<file path="src/hdl/istadd_pkg.sv">
`timescale 1ns / 1ps
// ============================================================================
// istadd_pkg
// Shared types, constants and the sine table of the interpolated tone adder.
// ============================================================================
package istadd_pkg;

    localparam int SampleWidth  = 16;
    localparam int PhaseWidth   = 15;
    localparam int PointBits    = 7;
    localparam int FracBits     = 8;
    localparam int CfgIndexBits = 1;
    localparam int CfgDataBits  = 16;

    localparam logic [31:0] STEP_SCALE = 32'd16777;
    localparam logic [31:0] STEP_ROUND = 32'd2048;

    typedef enum logic [CfgIndexBits-1:0] {
        CFG_AMPLITUDE = 1'b0,
        CFG_FREQUENCY = 1'b1
    } t_cfg_index;

    typedef enum logic [1:0] {
        ST_IDLE,
        ST_INTERP,
        ST_SCALE
    } t_state;

    typedef struct packed {
        logic load_in;
        logic do_interp;
        logic do_scale;
    } t_dp_cmd;

    typedef struct packed {
        logic out_busy;
    } t_dp_status;

    localparam logic [15:0] SINE_Q14 [128] = '{
        16'h0000, 16'h0324, 16'h0646, 16'h0964, 16'h0c7c, 16'h0f8d, 16'h1294, 16'h1590,
        16'h187e, 16'h1b5d, 16'h1e2b, 16'h20e7, 16'h238e, 16'h2620, 16'h289a, 16'h2afb,
        16'h2d41, 16'h2f6c, 16'h3179, 16'h3368, 16'h3537, 16'h36e5, 16'h3871, 16'h39db,
        16'h3b21, 16'h3c42, 16'h3d3f, 16'h3e15, 16'h3ec5, 16'h3f4f, 16'h3fb1, 16'h3fec,
        16'h4000, 16'h3fec, 16'h3fb1, 16'h3f4f, 16'h3ec5, 16'h3e15, 16'h3d3f, 16'h3c42,
        16'h3b21, 16'h39db, 16'h3871, 16'h36e5, 16'h3537, 16'h3368, 16'h3179, 16'h2f6c,
        16'h2d41, 16'h2afb, 16'h289a, 16'h2620, 16'h238e, 16'h20e7, 16'h1e2b, 16'h1b5d,
        16'h187e, 16'h1590, 16'h1294, 16'h0f8d, 16'h0c7c, 16'h0964, 16'h0646, 16'h0324,
        16'h0000, 16'hfcdc, 16'hf9ba, 16'hf69c, 16'hf384, 16'hf073, 16'hed6c, 16'hea70,
        16'he782, 16'he4a3, 16'he1d5, 16'hdf19, 16'hdc72, 16'hd9e0, 16'hd766, 16'hd505,
        16'hd2bf, 16'hd094, 16'hce87, 16'hcc98, 16'hcac9, 16'hc91b, 16'hc78f, 16'hc625,
        16'hc4df, 16'hc3be, 16'hc2c1, 16'hc1eb, 16'hc13b, 16'hc0b1, 16'hc04f, 16'hc014,
        16'hc000, 16'hc014, 16'hc04f, 16'hc0b1, 16'hc13b, 16'hc1eb, 16'hc2c1, 16'hc3be,
        16'hc4df, 16'hc625, 16'hc78f, 16'hc91b, 16'hcac9, 16'hcc98, 16'hce87, 16'hd094,
        16'hd2bf, 16'hd505, 16'hd766, 16'hd9e0, 16'hdc72, 16'hdf19, 16'he1d5, 16'he4a3,
        16'he782, 16'hea70, 16'hed6c, 16'hf073, 16'hf384, 16'hf69c, 16'hf9ba, 16'hfcdc
    };

endpackage

</file>
<file path="src/hdl/istadd_ctrl.sv">
`timescale 1ns / 1ps
// ============================================================================
// istadd_ctrl
// Sequencer that steps one word through lookup, interpolation and scaling.
// ============================================================================
module istadd_ctrl (
    input  logic                  i_clk,
    input  logic                  i_rst_n,
    input  logic                  i_in_valid,
    output logic                  o_in_stall,
    input  istadd_pkg::t_dp_status i_status,
    output istadd_pkg::t_dp_cmd   o_cmd
);

    istadd_pkg::t_state r_state;
    istadd_pkg::t_state n_state;

    always_ff @(posedge i_clk) begin
        if (!i_rst_n) begin
            r_state <= istadd_pkg::ST_IDLE;
        end else begin
            r_state <= n_state;
        end
    end

    always_comb begin
        n_state = r_state;
        unique case (r_state)
            istadd_pkg::ST_IDLE: begin
                if (i_in_valid) begin
                    n_state = istadd_pkg::ST_INTERP;
                end
            end
            istadd_pkg::ST_INTERP: begin
                n_state = istadd_pkg::ST_SCALE;
            end
            istadd_pkg::ST_SCALE: begin
                if (!i_status.out_busy) begin
                    n_state = istadd_pkg::ST_IDLE;
                end
            end
            default: begin
                n_state = istadd_pkg::ST_IDLE;
            end
        endcase
    end

    always_comb begin
        o_in_stall        = 1'b1;
        o_cmd.load_in     = 1'b0;
        o_cmd.do_interp   = 1'b0;
        o_cmd.do_scale    = 1'b0;
        unique case (r_state)
            istadd_pkg::ST_IDLE: begin
                o_in_stall    = 1'b0;
                o_cmd.load_in = i_in_valid;
            end
            istadd_pkg::ST_INTERP: begin
                o_cmd.do_interp = 1'b1;
            end
            istadd_pkg::ST_SCALE: begin
                o_cmd.do_scale = !i_status.out_busy;
            end
            default: begin
                o_in_stall = 1'b1;
            end
        endcase
    end

endmodule

</file>
<file path="src/hdl/istadd_dp.sv">
`timescale 1ns / 1ps
// ============================================================================
// istadd_dp
// Datapath: settings, phase accumulator, table lookup, shared multiplier and
// output register.
// ============================================================================
module istadd_dp (
    input  logic                                 i_clk,
    input  logic                                 i_rst_n,
    input  logic                                 i_cfg_we,
    input  logic [istadd_pkg::CfgIndexBits-1:0]  i_cfg_index,
    input  logic [istadd_pkg::CfgDataBits-1:0]   i_cfg_data,
    input  logic signed [istadd_pkg::SampleWidth-1:0] i_sample_in,
    input  logic                                 i_last_in,
    input  istadd_pkg::t_dp_cmd                  i_cmd,
    output istadd_pkg::t_dp_status               o_status,
    output logic                                 o_out_valid,
    input  logic                                 i_out_stall,
    output logic signed [istadd_pkg::SampleWidth-1:0] o_sample_out,
    output logic                                 o_last_out
);

    logic [15:0]                             r_amplitude;
    logic [15:0]                             r_frequency;
    logic [istadd_pkg::PhaseWidth-1:0]       r_phase;
    logic signed [15:0]                      r_sample;
    logic                                    r_last;
    logic signed [15:0]                      r_base;
    logic signed [16:0]                      r_slope;
    logic [istadd_pkg::FracBits-1:0]         r_frac;
    logic signed [17:0]                      r_interp;
    logic                                    r_out_valid;
    logic signed [15:0]                      r_sample_out;
    logic                                    r_last_out;

    logic [istadd_pkg::PointBits-1:0]        w_pt;
    logic [istadd_pkg::PointBits-1:0]        w_pt_next;
    logic signed [15:0]                      w_base;
    logic signed [15:0]                      w_next;
    logic signed [17:0]                      w_mul_a;
    logic signed [16:0]                      w_mul_b;
    logic signed [34:0]                      w_prod;
    logic [31:0]                             w_step_full;
    logic [istadd_pkg::PhaseWidth-1:0]       w_step;

    assign w_pt      = r_phase[14:8];
    assign w_pt_next = w_pt + 7'd1;
    assign w_base    = istadd_pkg::SINE_Q14[w_pt];
    assign w_next    = istadd_pkg::SINE_Q14[w_pt_next];

    // One multiplier serves both the interpolation and the amplitude scaling.
    always_comb begin
        if (i_cmd.do_interp) begin
            w_mul_a = {r_slope[16], r_slope};
            w_mul_b = {9'd0, r_frac};
        end else begin
            w_mul_a = r_interp;
            w_mul_b = {1'b0, r_amplitude};
        end
    end

    assign w_prod      = w_mul_a * w_mul_b;
    assign w_step_full = ({16'd0, r_frequency} * istadd_pkg::STEP_SCALE) + istadd_pkg::STEP_ROUND;
    assign w_step      = w_step_full[26:12];

    always_ff @(posedge i_clk) begin
        if (!i_rst_n) begin
            r_amplitude <= '0;
            r_frequency <= '0;
        end else if (i_cfg_we) begin
            unique case (istadd_pkg::t_cfg_index'(i_cfg_index))
                istadd_pkg::CFG_AMPLITUDE: r_amplitude <= i_cfg_data;
                istadd_pkg::CFG_FREQUENCY: r_frequency <= i_cfg_data;
                default: r_amplitude <= r_amplitude;
            endcase
        end
    end

    always_ff @(posedge i_clk) begin
        if (!i_rst_n) begin
            r_phase     <= '0;
            r_out_valid <= 1'b0;
        end else begin
            if (i_cmd.do_interp) begin
                r_phase <= r_phase + w_step;
            end
            if (i_cmd.do_scale) begin
                r_out_valid <= 1'b1;
            end else if (!i_out_stall) begin
                r_out_valid <= 1'b0;
            end
        end
    end

    always_ff @(posedge i_clk) begin
        if (i_cmd.load_in) begin
            r_sample <= i_sample_in;
            r_last   <= i_last_in;
            r_base   <= w_base;
            r_slope  <= 17'(w_next) - 17'(w_base);
            r_frac   <= r_phase[istadd_pkg::FracBits-1:0];
        end
        if (i_cmd.do_interp) begin
            r_interp <= {{2{r_base[15]}}, r_base} + w_prod[25:8];
        end
        if (i_cmd.do_scale) begin
            r_sample_out <= r_sample + w_prod[29:14];
            r_last_out   <= r_last;
        end
    end

    assign o_status.out_busy = r_out_valid && i_out_stall;
    assign o_out_valid       = r_out_valid;
    assign o_sample_out      = r_sample_out;
    assign o_last_out        = r_last_out;

endmodule

</file>
<file path="src/hdl/interpolated_sine_tone_adder_unit.sv">
`timescale 1ns / 1ps
// ============================================================================
// interpolated_sine_tone_adder_unit
// Adds a linearly interpolated sine tone to a stream of 16-bit samples.
// ============================================================================
// For each word the two sine points for the current phase are read when
// the word is loaded, then the interpolation multiply and phase advance run,
// then the amplitude multiply and the add; both multiplies run on one shared
// multiplier. A new word is taken once the previous one has moved to the
// output register, so the result may wait there while the next word is
// processed. The user must write amplitude and frequency through the register
// port only while the block is idle; the block itself does not enforce this.
module interpolated_sine_tone_adder_unit (
    input  logic                                 i_clk,
    input  logic                                 i_rst_n,
    input  logic                                 i_cfg_we,
    input  logic [istadd_pkg::CfgIndexBits-1:0]  i_cfg_index,
    input  logic [istadd_pkg::CfgDataBits-1:0]   i_cfg_data,
    input  logic                                 i_in_valid,
    output logic                                 o_in_stall,
    input  logic signed [istadd_pkg::SampleWidth-1:0] i_sample_in,
    input  logic                                 i_last_in,
    output logic                                 o_out_valid,
    input  logic                                 i_out_stall,
    output logic signed [istadd_pkg::SampleWidth-1:0] o_sample_out,
    output logic                                 o_last_out
);

    istadd_pkg::t_dp_cmd    w_cmd;
    istadd_pkg::t_dp_status w_status;

    istadd_ctrl u_ctrl (
        .i_clk      (i_clk),
        .i_rst_n    (i_rst_n),
        .i_in_valid (i_in_valid),
        .o_in_stall (o_in_stall),
        .i_status   (w_status),
        .o_cmd      (w_cmd)
    );

    istadd_dp u_dp (
        .i_clk        (i_clk),
        .i_rst_n      (i_rst_n),
        .i_cfg_we     (i_cfg_we),
        .i_cfg_index  (i_cfg_index),
        .i_cfg_data   (i_cfg_data),
        .i_sample_in  (i_sample_in),
        .i_last_in    (i_last_in),
        .i_cmd        (w_cmd),
        .o_status     (w_status),
        .o_out_valid  (o_out_valid),
        .i_out_stall  (i_out_stall),
        .o_sample_out (o_sample_out),
        .o_last_out   (o_last_out)
    );

    a_busy_after_accept: assert property (@(posedge i_clk) disable iff (!i_rst_n)
        (i_in_valid && !o_in_stall) |=> o_in_stall)
        else $error("Block accepted a word while the previous one was in flight.");

    a_busy_two_after_accept: assert property (@(posedge i_clk) disable iff (!i_rst_n)
        (i_in_valid && !o_in_stall) |-> ##2 o_in_stall)
        else $error("Block left the scaling step too early.");

    a_result_after_work: assert property (@(posedge i_clk) disable iff (!i_rst_n)
        $rose(o_out_valid) |-> $past(o_in_stall))
        else $error("Result appeared without a word being processed.");

endmodule

</file>
<file path="config.mk">
export PLATFORM = sky130hd
export DESIGN_NAME = interpolated_sine_tone_adder_unit
export DESIGN_NICKNAME = d
export VERILOG_FILES = /design/src/hdl/istadd_pkg.sv /design/src/hdl/istadd_ctrl.sv /design/src/hdl/istadd_dp.sv /design/src/hdl/interpolated_sine_tone_adder_unit.sv
export SDC_FILE = /design/constraint.sdc
export NUM_CORES = 1
export LEC_CHECK = 0
export ABC_AREA = 1
export ABC_CLOCK_PERIOD_IN_PS = 14950
export BUFFER_PORTS_ARGS = -buffer_cell sky130_fd_sc_hd__buf_2
export CAP_MARGIN = 0
export CORE_MARGIN = 4
export CORE_UTILIZATION = 42
export DETAILED_ROUTE_END_ITERATION = 8
export PLACE_DENSITY = 0.6
export SKIP_CTS_REPAIR_TIMING = 1
export SLEW_MARGIN = 15
export SYNTH_ARGS = -nofsm -noshare
export SYNTH_HDL_FRONTEND = slang
export SYNTH_HIERARCHICAL = 1
export SYNTH_SLANG_ARGS = --single-unit
</file>
<file path="constraint.sdc">
create_clock -name i_clk -period 14.95 [get_ports i_clk]
set_input_delay 2.2425 -clock i_clk [delete_from_list [all_inputs] [get_ports i_clk]]
set_output_delay 2.2425 -clock i_clk [all_outputs]
set_load 0.02 [all_outputs]
</file>
==> reports/metrics.yaml, run 1 <==
status: "finished clean"
final_cells: 4247
row_count: 90
finalSetupTns_ps: 0
cts_num_sinks: 143
crit_fanout: 41
core-area_mm2: 0.0602
clock_path_buffers: 2
ant_nets: 0
critPathSlowestCell: "inv_2"
first_pass_iters: 6
synthCells: 3449
grt_overflow: 0
gp_congestion: 0.995
preCtsSetupSlack_ps: 5040
setup_slack_ps: 4890
seqCellArea_mm2: 0.00379
period_share: 0.673
diodes: 0
path_common_cell: "nand2_1"
report.final.slew_viol_count: 0
hold_viol: 0
grt_pass1_wl_um: 126000
dieArea_mm2: 0.0648
post_drt_wl_per_cell_um: 18.6
fmax_mhz: 99.4
multi_input_area_mm2: 0.0187
track_usage: 0.246
drive_above_1_share: 0.0494
synth_top_flop_cell: "edfxtp_1"
cp-start-kind: "register"
max-slew-margin-rel: 0.355
cap_viol_max_count: 0
insertion_delay_ps: 440
arrival_ps: 10250
grt_max_degree: 71
dieHeight_um: 255
io_pins: 58
max_slew.worst_pin.slew_ps: 963
critPathCaptureType: "register"
dp.cells: 4215
fin_crit_ps: 10060
rsz0062_at_grt: "no"
cts_tree: "yes"
vias_per_cell: 5.33
fin_nets: 4065
htreeDepth: 4
synth_area_per_cell_um2: 7.41
drtIter0Drc: 2216
syn_nets: 4062
grt_pass1_vias: 22478
ys_seq_elements: 143
hpwl_um: 64400
numPortBuffers: 57
numCtsBuffers: 17
max_stage_delay_ps: 610
start_util: 0.424
netlist_area_mm2: 0.0256
post-route-drc-count: 0
area_growth_pct: 6.15
root_buffer: "clkbuf_16"
yosysWarnings: 6
fin_skew_ps: 15.5
yosysSeqAreaShare: 0.148
clkTransAtPathRegs_ps: 70
hp-class: "reg -> reg"
setup_viol: 0
fill_cells: 6156
synth-edff-count: 93
path_class: "reg -> reg"
final_core_util: 0.450
die_x_um: 255
synth-async-reset-ratio: 0
routed_wl_um: 79000
antenna_found_initial: 0
required_ps: 15150
yosysUniqueCellTypes: 56
num_vias: 22620
## worst paths after layout
check / end / from / cells past startpoint / slack, ps
setup reg to reg: u_dp/o_sample_out[15] / u_ctrl/r_state[0] / 34 / 4890
setup / recovery: u_dp/o_sample_out[15] / u_ctrl/r_state[0] / 34 / 4890
hold reg to reg: u_dp/o_last_out / u_dp/r_last / 0 / 430
hold / removal: u_dp/o_last_out / u_dp/r_last / 0 / 430
## metal layers
layer | global-route usage | share of wire | vias to the layer above
met5 | 0 | 0 | -
met4 | 0.0733 | 0.032 | 0
li1 | - | - | 10935
met2 | 0.409 | 0.47 | 766
met3 | 0.0219 | 0.051 | 136
met1 | 0.344 | 0.45 | 10783
## stage by stage
step / hold WS [ps] / cell area [µm²]
floorplan: 400 / 25600
global placement: 410 / 26500
detailed placement: 409 / 26500
CTS: 427 / 27100
global route: 428 / 27100
finish: 425 / 27100
## sequential cells by signal, indices dropped and copies added (netlist names)
register,flops
u_dp/r_base,16
u_dp/r_sample,16
u_dp/o_sample_out,16
u_dp/r_last,1
u_dp/o_last_out,1
u_dp/r_interp,18
u_dp/r_amplitude,16
u_ctrl/r_state,2
u_dp/r_slope,17
u_dp/o_out_valid,1
u_dp/r_phase,15
u_dp/r_frac,8
u_dp/r_frequency,16
## synth_stat cells (6+ instances only)
library cell,number,area [µm²]
nand2_1,690,2590
inv_1,681,2560
nor2_1,364,1370
fa_1,289,5790
ha_1,285,3570
o21ai_0,184,921
nand3_1,171,856
a21oi_1,162,811
edfxtp_1,93,2790
xor2_1,71,622
dfxtp_1,50,1000
buf_2,39,195
clkbuf_1,38,143
o211ai_1,38,285
xnor2_1,26,228
o21ai_1,23,115
nand4_1,20,125
nor3_1,20,100
o21a_1,19,143
a31oi_1,18,113
inv_2,16,60.1
or2_2,14,87.6
o31ai_1,12,90.1
buf_4,10,75.1
nand3b_1,9,67.6
o21bai_1,9,67.6
o221ai_1,9,78.8
a21o_1,8,60.1
o2111ai_1,8,70.1
o22ai_1,8,50.1
nor4_1,7,43.8
nand2_2,6,37.5
## critical path: cells and delay by family (launching register included)
family | cells | cell delay (ps)
XOR/XNOR | 1 | 370
flip-flops | 1 | 390
buffers and inverters | 8 | 2050
AO/OA/AOI/OAI | 5 | 1130
adder cells (fa/ha/maj) | 8 | 3780
AND/OR/NAND/NOR | 12 | 2060
## cell families after synthesis
family                     Yosys count  share of synthesized area
AOI/OAI and AO/OA                  523                      0.118
DFF                                143                      0.148
and+or+nand+nor                   1317                      0.212
buffers and inverters              793                      0.121
xor gates and xnor gates            99                     0.0350
adders and majority gates          574                      0.366
## layout by cell type, fill, tap and decap left out, drive strengths merged, types with 4 or more instances in the layout
master	n
inv	705
nand2	698
nor2	369
fa	289
ha	285
o21ai	211
nand3	172
a21oi	163
edfxtp	93
buf	79
xor2	73
dfxtp	50
o211ai	38
xnor2	26
nor3	23
nand4	20
o21a	19
a31oi	18
clkbuf	18
or2	14
o31ai	12
o221ai	9
nand3b	9
o21bai	9
o22ai	8
o2111ai	8
a21o	8
nor4	7
o311ai	5
a211oi	4
## area by class of cell
cell class	instances	share of cell area
Clock buffer	18	0.0158
Clock inverter	14	0.00637
Inverter	698	0.0966
Multi-Input combinational cell	2513	0.689
Sequential cell	143	0.140
Tap cell	782	0.0361
Timing Repair Buffer	79	0.0166
Power of run 1 is left out: the tool's default activity adds up to more than one toggle a clock period on the data nets, which glitch-free logic cannot reach.
==> inputs of run 2 (changes only) <==
- ABC_CLOCK_PERIOD_IN_PS: 14950 -> 8100
- PLACE_DENSITY: 0.6 -> 0.62
- clock period: 14.95 -> 8.1 ns (I/O delays scaled with it)
==> run 2 against run 1 <==
Worst hold slack worse by 3.6 ps. Via count up 2.8%. Utilization up 1.4 points. Global-route usage up 0.57 points. Setup slack worse by 4500 ps. Final cell count up 1.8%. Die area unchanged. Sequential share of layout area down 0.42 points. Fmax up 30%. First-iteration DRC count down 6.3%. Non-clock buffer count up 77. Clock skew up 2.6 ps. Largest cell class unchanged.
==> reports/metrics.yaml, run 2 (same netlist as run 1, synthesis figures left out) <==
status: "finished clean"  # unchanged
cp-start-kind: "register"  # unchanged
start_util: 0.424  # unchanged
num_vias: 23264  # was 22,620
layout_common_cells: "685 x nand2_1, 674 x inv_1, 358 x nor2_1"  # was 690 x nand2_1, 680 x inv_1, 363 x nor2_1
fin_nets: 4142  # was 4,065
final_cells: 4324  # was 4,247
required_ps: 8300  # was 15,150 ps
arrival_ps: 7930  # was 10,250 ps
cts_tree: "yes"  # unchanged
path_class: "reg -> reg"  # unchanged
setup_viol: 0  # unchanged
clkTransAtPathRegs_ps: 70  # about the same
period_share: 0.955  # was 0.673
cap_viol_max_count: 0  # unchanged
rsz0062_at_grt: "yes"  # was no
grt_overflow: 0  # unchanged
hp-class: "reg -> reg"  # unchanged
antenna_found_initial: 0  # unchanged
clock_path_buffers: 2  # unchanged
die_x_um: 255  # unchanged
hpwl_um: 66000  # was 64,400 µm
fin_skew_ps: 18.1  # was 15.5 ps
io_pins: 58  # unchanged
top_register: "u_dp/r_interp"  # unchanged
row_count: 90  # unchanged
crit_fanout: 12  # was 41
critPathCaptureType: "register"  # unchanged
r2r_cells: 36  # was 34
report.final.slew_viol_count: 0  # unchanged
dieArea_mm2: 0.0648  # unchanged
reg2reg_slack_ps: 370  # was 4890 ps
cts_num_sinks: 143  # unchanged
numPortBuffers: 57  # unchanged
grt_max_degree: 70  # was 71
track_usage: 0.252  # was 0.246
dieHeight_um: 255  # unchanged
area_growth_pct: 9.42  # was 6.15%
root_buffer: "clkbuf_16"  # unchanged
final_cell_area_mm2: 0.0280  # was 0.0271 mm²
gp_congestion: 0.986  # was 0.995
fill_cells: 6127  # was 6,156
preCtsSetupSlack_ps: 13.4  # was 5040 ps
setup_slack_ps: 367  # was 4890 ps
critPathSlowestCell: "fa_1"  # was inv_2
post_drt_wl_per_cell_um: 18.6  # about the same
hold_viol: 0  # unchanged
first_pass_iters: 8  # was 6
max-slew-margin-rel: 0.375  # was 0.355
core-area_mm2: 0.0602  # unchanged
vias_per_cell: 5.38  # was 5.33
drive_above_1_share: 0.0847  # was 0.0494
insertion_delay_ps: 450  # was 440 ps
fin_crit_ps: 7730  # was 10,060 ps
grt_pass1_vias: 23266  # was 22,478
reg_top3: "u_dp/r_interp x18, u_dp/r_slope x17"  # unchanged
dp.cells: 4281  # was 4,215
drtIter0Drc: 2077  # was 2,216
ant_nets: 0  # unchanged
largest_reg_flops: 18  # unchanged
numCtsBuffers: 17  # unchanged
max_stage_delay_ps: 560  # was 610 ps
dpl_cell_area_mm2: 0.0270  # was 0.0265 mm²
mostFrequentLayoutCell: "nand2_1"  # unchanged
post-route-drc-count: 0  # unchanged
max_slew.worst_pin.slew_ps: 927  # was 963 ps
fmax_mhz: 129  # was 99.4 MHz
final_core_util: 0.464  # was 0.450
htreeDepth: 4  # unchanged
grt_pass1_wl_um: 129000  # was 126,000 µm
holdPathStages: 0  # unchanged
routed_wl_um: 80500  # was 79,000 µm
diodes: 0  # unchanged
==> run 2: changes by cell type in the layout (fill, tap and decap cells not counted), sizes merged <==
cell	previous run	this run
buf	79	156
clkinvlp	2	7
inv	705	701
clkbuf	18	17
clkinv	3	4
bufinv	2	1
==> run 2: metrics by stage <==
stage	setup TNS [ps]	hold WS, ps
6_report	0	422
5_1_grt	-161	429
4_1_cts	-11.7	423
3_5_place_dp	0	407
3_3_place_gp	-9.26	402
2_1_floorplan	0	400
==> run 2: worst paths after layout <==
path | startpoint | end
setup / recovery | u_ctrl/r_state[1] | u_dp/o_sample_out[15]
hold / removal | u_dp/r_last | u_dp/o_last_out
setup reg to reg | u_ctrl/r_state[1] | u_dp/o_sample_out[15]
hold reg to reg | u_dp/r_last | u_dp/o_last_out
==> run 2: worst max-delay path, delay by kind of cell, from the launching register on <==
kind | cells | cell delay (ps)
AOI/OAI and AO/OA | 5 | 760
and+or+nand+nor | 12 | 1420
xor gates and xnor gates | 1 | 300
DFF | 1 | 330
adders and majority gates | 8 | 3640
buffers and inverters | 10 | 1010
==> run 2: per-layer routing <==
metal / global-route usage / share of wire
met5: 0 / 0
met1: 0.346 / 0.44
met3: 0.0383 / 0.071
met4: 0.0928 / 0.040
met2: 0.406 / 0.45
==> run 2: area by class of cell <==
cell class | count | area, µm² | share of cell area
clock buffer | 17 | 425 | 0.0152
clock inverter | 15 | 149 | 0.00533
inverter | 698 | 2640 | 0.0942
multi-input combinational | 2513 | 18900 | 0.676
sequential | 143 | 3790 | 0.136
tap | 782 | 978 | 0.0350
timing repair buffer | 156 | 1060 | 0.0380
Power of run 2 is left out for the same reason.
